$ cat src/sv/rarp_pkg.sv
// Shared constants, types and command/status structs of the range add / predecessor block.
package rarp_pkg;

  localparam int MAX_ELEMENTS = 1024;
  localparam int ADDR_W       = $clog2(MAX_ELEMENTS);

  localparam int CMD_W  = 2;
  localparam int IDX_W  = 10;
  localparam int VAL_W  = 32;
  localparam int ELEM_W = 48;

  typedef enum logic [CMD_W-1:0] {
    OP_LOAD  = 2'd0,
    OP_ADD   = 2'd1,
    OP_QUERY = 2'd2
  } op_t;

  typedef logic [ADDR_W-1:0]        addr_t;
  typedef logic signed [ELEM_W-1:0] elem_t;

  // Controller to datapath commands
  typedef struct packed {
    logic start;     // latch range and operand, clear the running best
    logic add_op;    // with start: the scan writes back the saturated sum
    logic step;      // issue a read at the scan index and advance it
    logic wr_load;   // write the incoming element
    logic load_out;  // move the query result into the output register
  } dp_cmd_t;

  // Datapath to controller status
  typedef struct packed {
    logic empty;     // incoming range holds no element
    logic last;      // scan index sits on the range end
    logic out_free;  // output register can take a result this cycle
  } dp_stat_t;

endpackage

$ cat src/sv/rarp_ctrl.sv
// Controller state machine: sequences loads, range scans and result hand-off.
module rarp_ctrl (
  input  logic                       clk,
  input  logic                       rst_n,
  input  logic                       in_valid,
  input  logic [rarp_pkg::CMD_W-1:0] in_command,
  output logic                       in_ready,
  input  rarp_pkg::dp_stat_t         stat,
  output rarp_pkg::dp_cmd_t          cmd
);

  typedef enum logic [1:0] {
    ST_IDLE,
    ST_SCAN,
    ST_TAIL,
    ST_OUT
  } state_t;

  state_t state_r, state_nxt;
  logic   is_query_r, is_query_nxt;
  logic   in_ready_r;
  logic   accept;

  assign in_ready = in_ready_r;
  assign accept   = in_valid && in_ready_r;

  // Decode next state and datapath commands
  always_comb begin
    state_nxt    = state_r;
    is_query_nxt = is_query_r;
    cmd          = '0;
    case (state_r)
      ST_IDLE: begin
        if (accept) begin
          case (in_command)
            rarp_pkg::OP_LOAD: begin
              cmd.wr_load = 1'b1;
            end
            rarp_pkg::OP_ADD: begin
              if (!stat.empty) begin
                cmd.start    = 1'b1;
                cmd.add_op   = 1'b1;
                is_query_nxt = 1'b0;
                state_nxt    = ST_SCAN;
              end
            end
            rarp_pkg::OP_QUERY: begin
              cmd.start    = 1'b1;
              is_query_nxt = 1'b1;
              state_nxt    = stat.empty ? ST_OUT : ST_SCAN;
            end
            default: begin
              // reserved command: drop
            end
          endcase
        end
      end
      ST_SCAN: begin
        cmd.step = 1'b1;
        if (stat.last) begin
          state_nxt = ST_TAIL;
        end
      end
      ST_TAIL: begin
        // final element is processed in this cycle
        state_nxt = is_query_r ? ST_OUT : ST_IDLE;
      end
      ST_OUT: begin
        if (stat.out_free) begin
          cmd.load_out = 1'b1;
          state_nxt    = ST_IDLE;
        end
      end
      default: begin
        state_nxt = ST_IDLE;
      end
    endcase
  end

  // Hold state and registered outputs
  always_ff @(posedge clk) begin
    if (!rst_n) begin
      state_r    <= ST_IDLE;
      is_query_r <= 1'b0;
      in_ready_r <= 1'b1;
    end else begin
      state_r    <= state_nxt;
      is_query_r <= is_query_nxt;
      in_ready_r <= (state_nxt == ST_IDLE);
    end
  end

endmodule

$ cat config.mk
export PLATFORM = sky130hd
export DESIGN_NAME = rarp_ctrl
export DESIGN_NICKNAME = d
export VERILOG_FILES = /design/src/sv/rarp_pkg.sv /design/src/sv/rarp_ctrl.sv
export SDC_FILE = /design/constraint.sdc
export NUM_CORES = 1
export LEC_CHECK = 0
export ABC_AREA = 1
export ABC_CLOCK_PERIOD_IN_PS = 1500
export BUFFER_PORTS_ARGS = -buffer_cell sky130_fd_sc_hd__buf_2
export CAP_MARGIN = 20
export CORE_AREA = 2 2 39 41
export CTS_BUF_LIST = sky130_fd_sc_hd__clkbuf_8
export CTS_CLUSTER_SIZE = 25
export DETAILED_ROUTE_END_ITERATION = 8
export DIE_AREA = 0 0 41 43
export REMOVE_ABC_BUFFERS = 1
export SLEW_MARGIN = 5
export SYNTH_ARGS = -nofsm -noshare
export SYNTH_HDL_FRONTEND = slang
export SYNTH_SLANG_ARGS = --single-unit
$ cat constraint.sdc
create_clock -name clk -period 1.5 [get_ports clk]
set_input_delay 0.15 -clock clk [delete_from_list [all_inputs] [get_ports clk]]
set_output_delay 0.15 -clock clk [all_outputs]
set_load 0.1 [all_outputs]
==> qor.txt <==
Initial DRC count = 3
Antenna fix cells = 0
Crit share post-route = 93.3%
Antenna violations before repair = 0
Total gr overflow = 0
Clock share of power = 47.8%
Layout cells sized above 1 = 40.3%
RSZ-0062 raised after global routing = no
Drt wl/cell = 8.59 um
Number of H-tree levels = 1
Fin crit period = 1.40 ns
Port Buffers = 13
Mapped Cells = 46
Relative slew slack = 68.0%
Internal power = 0.322 mW
Commonest non-fill, non-tap cell in the layout = buf_2
Global-route wire length before repair = 1.05 mm
Crit start category = flop
Async set-reset flop share out of synthesis = 0%
Setup violations, final = 0
DP Area = 458 um^2
# hold bufs at CTS = 0
Largest net degree at the start of global routing = 6
Crit path required time = 1.35 ns
Sw power = 0.141 mW
Final antenna-violating net count = 0
WP data arrival = 1.25 ns
Worst Setup End Kind = primary output
Post-synth top flop = dfxtp_1
CTS Buf Count = 3
Slew Viols, Final = 0
Design area = 504 um^2
Flops & latches, synth = 4
Most frequent cells in the layout = buf_2, inv_1, nand2_1
Drt via density = 4.29
Via count = 335
Switching share of power = 30.4%
Pwr/cell area = 917 nW/um^2
EDFF count, synth = 0
PostCTS Resize Cnt = 0
VDD IR max = 0.000534 V
Clk slew on worst S/H paths = 0.03 ns
Sequential share of power = 25.3%
Post-CTS Setup Bufs = 0
Max clock buf depth = 2
Vias in the first global route = 296
FMAX = 714 MHz
Final std cells w/o fill = 78
Floorplan core area = 1380 um^2
CTS Sinks = 4
Mapped cell area = 313 um^2
Avg Inst Size Synth = 6.80 um^2
Final Hold Violating Endpoints = 0
Sequential element share of the synthesized area = 25.6%
Hold Worst Slack = 0.121 ns
Syn. warnings = 0
Area delta synth->final = 61.2%
Skew final = 0.000507 ns
Die H = 43 um
Comb power frac = 26.9%
Nets = 75
CP Max Fanout = 5
Initial Utilization = 22.6%
Max cap viols = 0
Outcome = completed
Synth cell types = 16
Full die area = 1760 um^2
Routability Congestion = 0.689
Static leakage = 0.246 nW
Drt total wl = 670 um
# IOs = 14
# rows = 14
Final HPWL DP = 571 um
Hold WC Path Type = primary input to flop
Total power = 0.462 mW
Residual DRC count = 0
Die width = 41 um
Clock tree from TritonCTS = yes
Least-Margin Pin Slew = 0.484 ns
Yosys top cell by area = dfxtp_1
Clock root cell = clkbuf_8
Placed instance count = 75
Clk_lat worst skew = 0.21 ns
Pre-Repair DR Iteration Count = 4
Area share of the largest cell type after synthesis = 25.6%
Top area cells in the synthesized netlist = dfxtp_1, ha_1, inv_1, nand2_1, nand3_1
Worst Path Class, Setup = flop to primary output
Tot GR Track Use = 9.04%
==> area by class of cell <==
| cell class | count | area [um^2] |
|---|---|---|
| timing repair buffer | 13 | 125 |
| tap | 16 | 20.0 |
| clock buffer | 3 | 41.3 |
| multi-input combinational | 33 | 204 |
| sequential | 4 | 80.1 |
| fill | 153 | 880 |
| inverter | 9 | 33.8 |
==> cells in the mapped netlist, types with 2 or more instances <==
master,number
dfxtp_1,4
nand3_1,5
ha_1,3
inv_1,8
nor2_1,6
nor2_2,3
nand2_1,7
nand3_2,2
==> metrics by stage <==
| step | setup WS (ns) | TNS (ns) | util, % |
|---|---|---|---|
| 3_3_place_gp | 0.330 | 0 | 33.1 |
| 5_1_grt | 0.0350 | 0 | 36.4 |
| 4_1_cts | 0.0660 | 0 | 36.1 |
| 3_5_place_dp | 0.303 | 0 | 33.1 |
| 2_1_floorplan | -1.19 | -5.34 | - |
| 6_report | 0.100 | 0 | 36.4 |
==> layer usage <==
metal  routed length (um)  up-vias  global-route usage [%]
li1                     -      178                       -
met1                  282      152                    10.9
met2                  364        5                    12.8
met3                   23        0                    1.57
met4                    0        0                    8.00
met5                    0        -                       0
==> path summary, 6_finish.rpt <==
path                            cells after the start               startpoint  slack (ns)                       to
worst max-delay path                                4    state_r[0]$_SDFF_PN0_        0.10                   cmd[3]
worst min-delay path                                2                    rst_n        0.12      in_ready$_SDFF_PN1_
worst max register to register                      6    state_r[0]$_SDFF_PN0_        0.43      in_ready$_SDFF_PN1_
worst min register to register                      2  is_query_r$_SDFFE_PN0P_        0.50  is_query_r$_SDFFE_PN0P_
==> critical path, cell delays in order (launching register included) <==
cell and delay [ns]:
dfxtp_1 0.34, nor2_2 0.20, nand2_1 0.11, nor2_1 0.19, buf_12 0.20
==> flip-flops by register name, indices dropped and copies added, names as in the netlist <==
signal	cells
is_query_r	1
in_ready	1
state_r	2
==> logic make-up (layout without fill, tap and decap cells) <==
| kind of cell | Yosys count | count (layout) | synth area share, % |
|---|---|---|---|
| buffers and inverters | 9 | 25 | 10.8 |
| AO/OA/AOI/OAI | 3 | 3 | 6.00 |
| flip-flops | 4 | 4 | 25.6 |
| adder cells (fa/ha/maj) | 3 | 3 | 12.0 |
| AND/OR/NAND/NOR | 27 | 27 | 45.6 |
==> power groups by stage <==
stage	logic, mW	clock network, mW	registers, mW
global route	0.133	0.230	0.117
global placement	0.123	0	0.118
finish	0.124	0.221	0.117
CTS	0.125	0.229	0.117
detailed placement	0.124	0	0.118
floorplan	0.0756	0	0.130
Power figures use the tool's default switching activity.
